File: src/rtl/ssri_pkg.sv
`default_nettype none
package ssri_pkg;

    // widths fixed by the record and result formats
    localparam int CNT_W    = 23;
    localparam int ID_SLOTS = 8;
    localparam int DIV_N_W  = 86;
    localparam int DIV_D_W  = 46;
    localparam int STEP_W   = 7;
    localparam int SQ_W     = 50;

    localparam logic [CNT_W-1:0] CNT_MAX = 23'h7FFFFF;
    localparam logic [16:0]      ONE_Q16 = 17'h10000;

    // 1.96^2 = 2401/625, and 625*256 folded into one scale
    localparam logic [11:0] WALD_MUL  = 12'd2401;
    localparam logic [17:0] WALD_DIV  = 18'd160000;
    localparam logic [16:0] EXT_SCALE = 17'd100000;

    // register indexes
    localparam logic [1:0] CFG_INTERVAL = 2'd0;
    localparam logic [1:0] CFG_COUNT    = 2'd1;
    localparam logic [1:0] CFG_IDS      = 2'd2;

    typedef struct packed {
        logic [7:0] scenario_number;
        logic       first;
    } in_item_t;

    typedef struct packed {
        logic [6:0]       checkpoint_index;
        logic [CNT_W-1:0] records_seen;
        logic [2:0]       slot;
        logic [16:0]      share;
        logic [16:0]      share_low;
        logic [16:0]      share_high;
        logic             last_of_checkpoint;
    } out_item_t;

    // snapshot of one checkpoint handed to the back end
    typedef struct packed {
        logic [ID_SLOTS-1:0][CNT_W-1:0] counts;
        logic [CNT_W-1:0]               total;
        logic [15:0]                    interval;
        logic [6:0]                     index;
        logic [3:0]                     slots;
    } job_t;

endpackage
`default_nettype wire

File: src/rtl/ssri_queue.sv
`default_nettype none
module ssri_queue (
    input  wire logic          clk,
    input  wire logic          rst_n,
    input  wire logic          push,
    input  wire ssri_pkg::job_t push_job,
    input  wire logic          pop,
    output ssri_pkg::job_t     head,
    output logic               full,
    output logic               empty
);

    ssri_pkg::job_t entry_reg [2];
    logic       wr_ptr_reg;
    logic       rd_ptr_reg;
    logic [1:0] fill_reg;

    // pointer and fill bookkeeping
    always_ff @(posedge clk or negedge rst_n)
    begin
        if (!rst_n)
        begin
            wr_ptr_reg <= 1'b0;
            rd_ptr_reg <= 1'b0;
            fill_reg   <= 2'd0;
        end
        else
        begin
            if (push)
                wr_ptr_reg <= ~wr_ptr_reg;
            if (pop)
                rd_ptr_reg <= ~rd_ptr_reg;
            if (push && !pop)
                fill_reg <= fill_reg + 2'd1;
            else if (pop && !push)
                fill_reg <= fill_reg - 2'd1;
        end
    end

    // entry storage
    always_ff @(posedge clk)
    begin
        if (push)
            entry_reg[wr_ptr_reg] <= push_job;
    end

    assign head  = entry_reg[rd_ptr_reg];
    assign full  = (fill_reg == 2'd2);
    assign empty = (fill_reg == 2'd0);

endmodule
`default_nettype wire

File: config.mk
export PLATFORM = sky130hd
export DESIGN_NAME = ssri_queue
export DESIGN_NICKNAME = d
export VERILOG_FILES = /design/src/rtl/ssri_pkg.sv /design/src/rtl/ssri_queue.sv
export SDC_FILE = /design/constraint.sdc
export NUM_CORES = 1
export LEC_CHECK = 0
export BUFFER_PORTS_ARGS = -buffer_cell sky130_fd_sc_hd__clkbuf_2
export CORE_UTILIZATION = 52
export DETAILED_ROUTE_END_ITERATION = 8
export PLACE_DENSITY = 0.79
export SLEW_MARGIN = 20
export SYNTH_ARGS = -nofsm -noshare
export SYNTH_HDL_FRONTEND = slang
export SYNTH_SLANG_ARGS = --single-unit
File: constraint.sdc
create_clock -name clk -period 12.6 [get_ports clk]
set_input_delay 1.26 -clock clk [delete_from_list [all_inputs] [get_ports clk]]
set_output_delay 1.26 -clock clk [all_outputs]
set_load 0.02 [all_outputs]
==> metrics.txt <==
status completed; Overall Global Routing Usage 20.6%; critical path class reg -> out; H-Tree Depth 2; number of DRC markers in iteration 0 450; PD cells 240 nW/um2; Net Count, Synth 983; clock sink count 472; post-synth top area share 79.5%; count leader, synth edfxtp_1; Max-Slew Margin vs Limit 28.1%; CORE AREA 33500 um2; Fin Hold WS 0.493 ns; Max stage delay on crit path 0.93 ns; worst skew pair latency 0.54 ns; root buf cell clkbuf_16; synthesized area per cell 23.8 um2; met3 routed WL 2850 um; CP endpoint kind primary output; Core Util, Final 65.5%; post-DR wirelength/cell 21.0 um; Yosys reg bits 472; post-route ant nets 0; Cell variety after synth 13; area delta synth->final 24.1%; Hold Crit Depth 1; Met2 Routed Length 19200 um; worst slew pin tran 1.08 ns; Reg2Reg Setup Slack 9.37 ns; critical path required time 11.34 ns; Filler Cell Count 2262; Multi-input gate area 3290 um2; vias in the first global route 9052; Post-Syn Instances 744; Clk pin slew, worst setup/hold paths 0.06 ns; cts hold-fix bufs 0; CTS buffer count 46; RD Place Congestion 0.833; share of cells above drive strength 1 61.1%; final setup violation count 0; Post-synth EDFFs 468; CP cell instances buf_12 -> buf_4 -> mux2_4 -> clkbuf_2; Final min period 4.94 ns; final hold vios 0; CTS resizes 0; fin. max-slew vios 0; Primary FF master, synth edfxtp_1; grt ovf 0; CP max FO 146; Leak 8.79 nW; Peak supply drop 223 uV; max reg flops 468; I/O Buffers 473; drt total wl 36500 um; met1 wire length 13200 um; Hold Path Origin fill_reg[1]; fin crit share 39.2%; DR vias 8950; full die area 34700 um2; pin count of the biggest net entering global routing 147; CTS tree yes; Post-DP HPWL 24900 um; Mapped Area 17700 um2; Max Freq 0.202 GHz; Synth top cells by count edfxtp_1, mux2_4, mux2_2; Reg area 14200 um2; Final nets 1486; drt drc 0; Post-synth ARST share 0.847%; Longest Clk Path Bufs 3; Ys Warns 0; first-pass GRT wire length 53400 um; Worst R2R Path Depth 3; Arr. time, crit path 3.68 ns; initial core utilization 52.7%; R2R Path End entry_reg[0][208]; RR Startpoint wr_ptr_reg; synth top area cells edfxtp_1, mux2_4, mux2_2; drt first pass iters 5; register area share after synthesis 80.1%; die height 186 um; initial antenna violation count 3; Hold Path Class reg -> reg; Ports 474; slowest CP cell buf_4; area leader, netlist edfxtp_1; clk_skew 0.00661 ns; num rows 67; Post-CTS Repair Setup Buffers 0; WHS Endpoint fill_reg[1]; max-cap viol count 0; setup TNS 0 ns; crit path launch type flip-flop; highest metal layer with signal wires met4; RSZ-0062 raised after global routing false; width of the die 186 um; vias per cell 5.16
==> final cells by class <==
class	instances	share of cell area, %
Clock buffer	57	5.81
Antenna cell	4	0.0456
Sequential cell	472	64.5
Clock inverter	28	0.952
Multi-Input combinational cell	245	15.0
Inverter	1	0.0171
Timing Repair Buffer	481	11.1
Tap cell	448	2.55
==> metrics by stage <==
| step | std cells | instance area (um2) | worst slack, ns | total power [mW] |
|---|---|---|---|---|
| 2_1_floorplan | 744 | 17700 | 0.403 | 3.58 |
| 3_3_place_gp | 1647 | 20500 | 8.29 | 3.95 |
| 3_5_place_dp | 1647 | 20500 | 8.23 | 3.99 |
| 4_1_cts | 1732 | 21900 | 7.65 | 5.32 |
| 5_1_grt | 1735 | 21900 | 7.52 | 5.46 |
| 6_report | 1736 | 21900 | 7.66 | 5.26 |
==> cells in the final DEF, fill, tap and decap left out <==
master / n
clkbuf_1: 6
clkinv_1: 12
edfxtp_1: 468
dfrtp_4: 1
buf_4: 7
dfrtp_1: 3
ha_1: 1
clkbuf_2: 473
clkbuf_16: 49
clkinvlp_4: 2
xnor2_1: 1
nor2b_4: 1
inv_1: 1
clkinv_2: 10
clkbuf_8: 2
clkinv_4: 1
xor2_1: 4
and2_4: 1
diode_2: 4
buf_12: 1
bufinv_16: 3
mux2_4: 150
nor2b_1: 1
nor2_1: 2
mux2_2: 84
==> worst max-delay path, delay by kind of cell (launching register included) <==
family | cells | cell delay, ns
flip-flops | 1 | 0.71
buffers and inverters | 3 | 1.84
multiplexers | 1 | 0.36
==> cells by family (layout without fill, tap and decap cells) <==
family	after synthesis	after routing	share of synthesized area [%]
XOR/XNOR	5	5	0.248
adder cells (fa/ha/maj)	1	1	0.0708
buffers and inverters	27	567	1.39
flip-flops	472	472	80.1
multiplexers	234	234	18.1
other	0	4	0
AND/OR/NAND/NOR	5	5	0.149
==> worst max-delay path by stage <==
stage / from / end / slack [ns] / cells past startpoint
6_report: rd_ptr_reg / head[139] / 7.66 / 4
5_1_grt: rd_ptr_reg / head[98] / 7.52 / 4
4_1_cts: rd_ptr_reg / head[98] / 7.65 / 4
3_5_place_dp: rd_ptr_reg / head[98] / 8.23 / 4
3_3_place_gp: rd_ptr_reg / head[131] / 8.29 / 4
2_1_floorplan: push / entry_reg[0][0] / 0.40 / 1
==> power breakdown <==
group	total (mW)	internal (mW)	switching, mW
Sequential	2.19	2.09	0.0988
Combinational	1.75	0.729	1.02
Clock	1.32	0.778	0.544
Total	5.26	3.60	1.67
==> layer usage <==
layer,vias up,track usage [%]
met5,-,0
met4,0,8.20
met3,74,6.04
met2,416,36.4
met1,4470,23.3
li1,3990,-
Note: power is estimated with default switching activity, not from simulation.
