==> config.mk <==
export PLATFORM = sky130hd
export DESIGN_NAME = ssri_front
export DESIGN_NICKNAME = d
export VERILOG_FILES = /design/src/rtl/ssri_pkg.sv /design/src/rtl/ssri_front.sv
export SDC_FILE = /design/constraint.sdc
export NUM_CORES = 1
export LEC_CHECK = 0
export BUFFER_PORTS_ARGS = -buffer_cell sky130_fd_sc_hd__buf_2
export CORE_UTILIZATION = 50
export CTS_CLUSTER_SIZE = 25
export DETAILED_ROUTE_END_ITERATION = 8
export PLACE_DENSITY_LB_ADDON = 0.25
export SLEW_MARGIN = 20
export SYNTH_ARGS = -nofsm -noshare
export SYNTH_HDL_FRONTEND = slang
export SYNTH_SLANG_ARGS = --single-unit
==> constraint.sdc <==
create_clock -name clk -period 14.29 [get_ports clk]
set_input_delay 2.1435 -clock clk [delete_from_list [all_inputs] [get_ports clk]]
set_output_delay 2.1435 -clock clk [all_outputs]
set_load 0.01 [all_outputs]
==> src/rtl/ssri_pkg.sv <==
`default_nettype none
package ssri_pkg;

    // widths fixed by the record and result formats
    localparam int CNT_W    = 23;
    localparam int ID_SLOTS = 8;
    localparam int DIV_N_W  = 86;
    localparam int DIV_D_W  = 46;
    localparam int STEP_W   = 7;
    localparam int SQ_W     = 50;

    localparam logic [CNT_W-1:0] CNT_MAX = 23'h7FFFFF;
    localparam logic [16:0]      ONE_Q16 = 17'h10000;

    // 1.96^2 = 2401/625, and 625*256 folded into one scale
    localparam logic [11:0] WALD_MUL  = 12'd2401;
    localparam logic [17:0] WALD_DIV  = 18'd160000;
    localparam logic [16:0] EXT_SCALE = 17'd100000;

    // register indexes
    localparam logic [1:0] CFG_INTERVAL = 2'd0;
    localparam logic [1:0] CFG_COUNT    = 2'd1;
    localparam logic [1:0] CFG_IDS      = 2'd2;

    typedef struct packed {
        logic [7:0] scenario_number;
        logic       first;
    } in_item_t;

    typedef struct packed {
        logic [6:0]       checkpoint_index;
        logic [CNT_W-1:0] records_seen;
        logic [2:0]       slot;
        logic [16:0]      share;
        logic [16:0]      share_low;
        logic [16:0]      share_high;
        logic             last_of_checkpoint;
    } out_item_t;

    // snapshot of one checkpoint handed to the back end
    typedef struct packed {
        logic [ID_SLOTS-1:0][CNT_W-1:0] counts;
        logic [CNT_W-1:0]               total;
        logic [15:0]                    interval;
        logic [6:0]                     index;
        logic [3:0]                     slots;
    } job_t;

endpackage
`default_nettype wire

==> src/rtl/ssri_front.sv <==
`default_nettype none
module ssri_front #(
    parameter int MAX_SCENARIOS = 8,
    parameter int CHECKPOINTS   = 100
) (
    input  wire logic               clk,
    input  wire logic               rst_n,
    input  wire logic               accept,
    input  wire ssri_pkg::in_item_t item,
    input  wire logic [15:0]        interval,
    input  wire logic [3:0]         scenario_count,
    input  wire logic [63:0]        scenario_ids,
    output logic                    push,
    output ssri_pkg::job_t          push_job
);

    localparam int NSLOT  = (MAX_SCENARIOS < ssri_pkg::ID_SLOTS) ? MAX_SCENARIOS
                                                                 : ssri_pkg::ID_SLOTS;
    localparam int DONE_W = $clog2(CHECKPOINTS + 1);
    localparam int THR_W  = 16 + DONE_W;
    localparam int CMP_W  = (THR_W > ssri_pkg::CNT_W) ? THR_W : ssri_pkg::CNT_W;

    logic [NSLOT-1:0][ssri_pkg::CNT_W-1:0] counts_reg, counts_next;
    logic [ssri_pkg::CNT_W-1:0]            total_reg, total_next;
    logic [DONE_W-1:0]                     done_reg, done_next;

    logic [3:0]              slots;
    logic [15:0]             iv;
    logic [THR_W-1:0]        threshold;
    logic [DONE_W-1:0]       done_base;
    logic                    stopped;
    logic                    fire;
    logic                    hit;

    assign slots = (scenario_count > 4'(NSLOT)) ? 4'(NSLOT) : scenario_count;
    assign iv    = (interval == 16'd0) ? 16'd1 : interval;

    // counting of one record
    always_comb
    begin
        counts_next = counts_reg;
        total_next  = total_reg;
        done_base   = done_reg;
        if (item.first)
        begin
            counts_next = '0;
            total_next  = '0;
            done_base   = '0;
        end
        done_next = done_base;
        stopped   = (done_base >= DONE_W'(CHECKPOINTS));
        hit       = 1'b0;
        threshold = THR_W'(iv) * THR_W'({1'b0, done_base} + 1'b1);
        fire      = 1'b0;
        if (!stopped)
        begin
            if (total_next != ssri_pkg::CNT_MAX)
                total_next = total_next + 1'b1;
            // lowest matching slot in use takes the count
            for (int s = 0; s < NSLOT; s++)
            begin
                if (!hit && (4'(s) < slots) && (scenario_ids[8*s +: 8] == item.scenario_number))
                begin
                    hit = 1'b1;
                    if (counts_next[s] != ssri_pkg::CNT_MAX)
                        counts_next[s] = counts_next[s] + 1'b1;
                end
            end
            fire = (CMP_W'(total_next) >= CMP_W'(threshold));
            if (fire)
                done_next = done_base + 1'b1;
        end
    end

    // checkpoint snapshot
    always_comb
    begin
        push_job          = '0;
        for (int s = 0; s < NSLOT; s++)
            push_job.counts[s] = counts_next[s];
        push_job.total    = total_next;
        push_job.interval = iv;
        push_job.index    = 7'(done_base);
        push_job.slots    = slots;
    end

    assign push = accept && fire && (slots != 4'd0);

    // run state
    always_ff @(posedge clk or negedge rst_n)
    begin
        if (!rst_n)
        begin
            counts_reg <= '0;
            total_reg  <= '0;
            done_reg   <= '0;
        end
        else if (accept)
        begin
            counts_reg <= counts_next;
            total_reg  <= total_next;
            done_reg   <= done_next;
        end
    end

endmodule
`default_nettype wire

==> impl_metrics.toml <==
[run_status]
outcome = "finished, final reports clean"

[yosys]
synth.net_count = 2849
ys_async_sr_fraction_pct = 100
synth_edf_count = 0
synth_area_leaders = "dfrtp_1 25%, fa_1 7.7%, xnor2_1 7.3%"
syn_inst = 2594
yosys.area.top_type_share_pct = 24.7
yosysSeqAreaShare_pct = 24.7
synth.largest_area_cell = "dfrtp_1"
synth-seq-cells = 214
synth_area_um2 = 21700
synth_ff_type = "dfrtp_1"
synth_cell_types = 92
yosys_warnings = 0
synth_area_per_cell_um2 = 8.37

[placement]
portBuffers = 330
place_inst = 3339
finalWeightedCongestion = 0.942
hpwl_mm = 45.3
place_area_um2 = 23400

[cells_and_area]
final_cell_count_no_fill = 3388
final_common_cell = "nor2_1"
nets = 3047
final_area_um2 = 24400
largest_reg_flops = 184
drive_gt1_share_pct = 16.9
final_cell_mix = "340 x nor2_1, 327 x buf_2, 214 x dfrtp_1"
area_growth_pct = 12.4
fillers = 3941

[clock_tree]
cts_setup_buffers = 0
cts_root_buf = "clkbuf_16"
numCtsBuffers = 28
cts_tree = "yes"
clk_latency_ns = 0.55
cts_max_level = 1
path_clk_slew_ns = 0.06
clk_path_buf_depth = 3
cts-resized-gates = 0
numClockSinks = 214
postCtsHoldBufs = 0

[global_route]
grt_pass1_wl_mm = 101
grt_pass1_vias = 19196
antenna_found_initial = 0
grt_usage_pct = 28.0
grt.overflow.total = 0
grt_max_degree = 164

[sta]
holdWs_ns = 0.491
finalCriticalPeriod_ns = 13.21
finalSetupTns_ns = 0
fin_crit_sh_pct = 92.4
hold_viol = 0
slew_headroom_pct = 35.0
setup_viol = 0
worst_pin_slew_ns = 0.966
drv_slew = 0
fmax_mhz = 75.7
rsz0062_at_grt = "no"
skew_ns = 0.0206

[worst_hold_path]
hold_path_class = "flop to flop"
min-delay-start = "counts_reg[93]$_DFFE_PN0P_"

[setup_path]
critPathTopFamily = "adder cells"
startpoint_type = "input port"
critPathKind = "input port to output pin"
slowest_stage = "o31ai_2"
reg2reg_slack_ns = 5.53
max_stage_delay_ns = 0.78
reg2reg_from = "done_reg[0]$_DFFE_PN0P_"
crit_path_end_kind = "output pin"
worst-path-max-fanout = 79
cp_data_required_time_ns = 12.15
crit_arrival_ns = 11.06
crit_buf_inv = 7
crit_path_frequent_cell = "fa_1"
cp-startpoint = "item[0]"

[floorplan]
die_y_um = 210
die-area_um2 = 44200
core_area_um2 = 42400
dieWidth_um = 210
start_util_pct = 51.2
io_pins = 331
rows = 75

[pwr]
p_leak_nw = 11.2
ir_worst_vdd_mv = 0.0887
p_per_area_nw_per_um2 = 65.7

[detailed_routing]
wl_mm = 62.8
drcViolationCount = 0
drt-initial-drc-count = 1564
final_antenna_net_count = 0
drt_first_pass_iters = 6
vias = 19834
avgViaCountPerCell = 5.85
wl_per_cell_um = 18.5

[run]
maxCapViolCount = 0
==> area by class of cell <==
cell class | instances | area, um^2 | share of cell area, %
multi-input combinational | 2066 | 15100 | 61.7
sequential | 214 | 5360 | 22.0
timing repair buffer | 346 | 1810 | 7.42
clock buffer | 44 | 852 | 3.49
tap | 577 | 722 | 2.96
inverter | 136 | 518 | 2.12
clock inverter | 4 | 70.1 | 0.287
antenna | 1 | 2.50 | 0.0103
==> metal layers <==
metal / wire, um / global-route usage (%) / up-vias / part of all wire (%)
met5: 0 / 0 / - / 0
met3: 3800 / 4.38 / 102 / 6.1
li1: - / - / 9394 / -
met4: 1720 / 8.36 / 0 / 2.7
met2: 29600 / 45.9 / 563 / 47
met1: 27700 / 38.2 / 9775 / 44
==> stage by stage <==
step	utilization (%)	power, mW	worst slack, ns
floorplan	-	0.810	2.31
global placement	55.3	0.887	1.54
detailed placement	55.3	0.895	1.28
CTS	57.5	1.62	1.26
global route	57.5	1.67	0.619
finish	57.5	1.60	1.08
==> cells in the mapped netlist, drive strengths merged, types with 5 or more instances <==
library cell,instances
nor2,343
dfrtp,214
nand2,201
xnor2,180
inv,135
clkbuf,133
mux2i,111
xor2,102
o2bb2ai,98
nor3,95
and2,94
fa,83
nand3,82
nand4,77
ha,76
nor2b,76
a21oi,48
and3,45
buf,44
nor4,44
mux2,36
o21ai,34
and4,27
a221o,24
or3,20
o22ai,15
a21o,12
nor3b,12
nand2b,11
o221ai,11
or4,10
o21a,9
a31oi,8
o31ai,8
or2,8
and4b,6
nand3b,6
o211ai,6
a22o,5
==> kinds of logic after synthesis <==
| kind of cell | share of synthesized area [%] |
|---|---|
| AOI/OAI and AO/OA | 11.0 |
| buffers and inverters | 6.01 |
| and+or+nand+nor | 27.8 |
| DFF | 24.7 |
| xor gates and xnor gates | 11.4 |
| adders and majority gates | 12.0 |
| muxes | 6.99 |
==> where the power goes <==
group	total (mW)	switching, mW	leakage (nW)	internal, mW
clock network	0.716	0.277	0.453	0.440
registers	0.646	0.0206	2.94	0.626
logic	0.238	0.153	7.80	0.0849
==> worst paths after layout <==
| path | end | cells past startpoint |
|---|---|---|
| worst max-delay path | push | 32 |
| worst min-delay path | counts_reg[93]$_DFFE_PN0P_ | 1 |
| worst max register to register | done_reg[4]$_DFFE_PN0P_ | 29 |
| worst min register to register | counts_reg[93]$_DFFE_PN0P_ | 1 |
| max in group asynchronous | counts_reg[114]$_DFFE_PN0P_ | 2 |
| min in group asynchronous | counts_reg[116]$_DFFE_PN0P_ | 1 |
No activity file was read; power rests on OpenSTA's default activity.
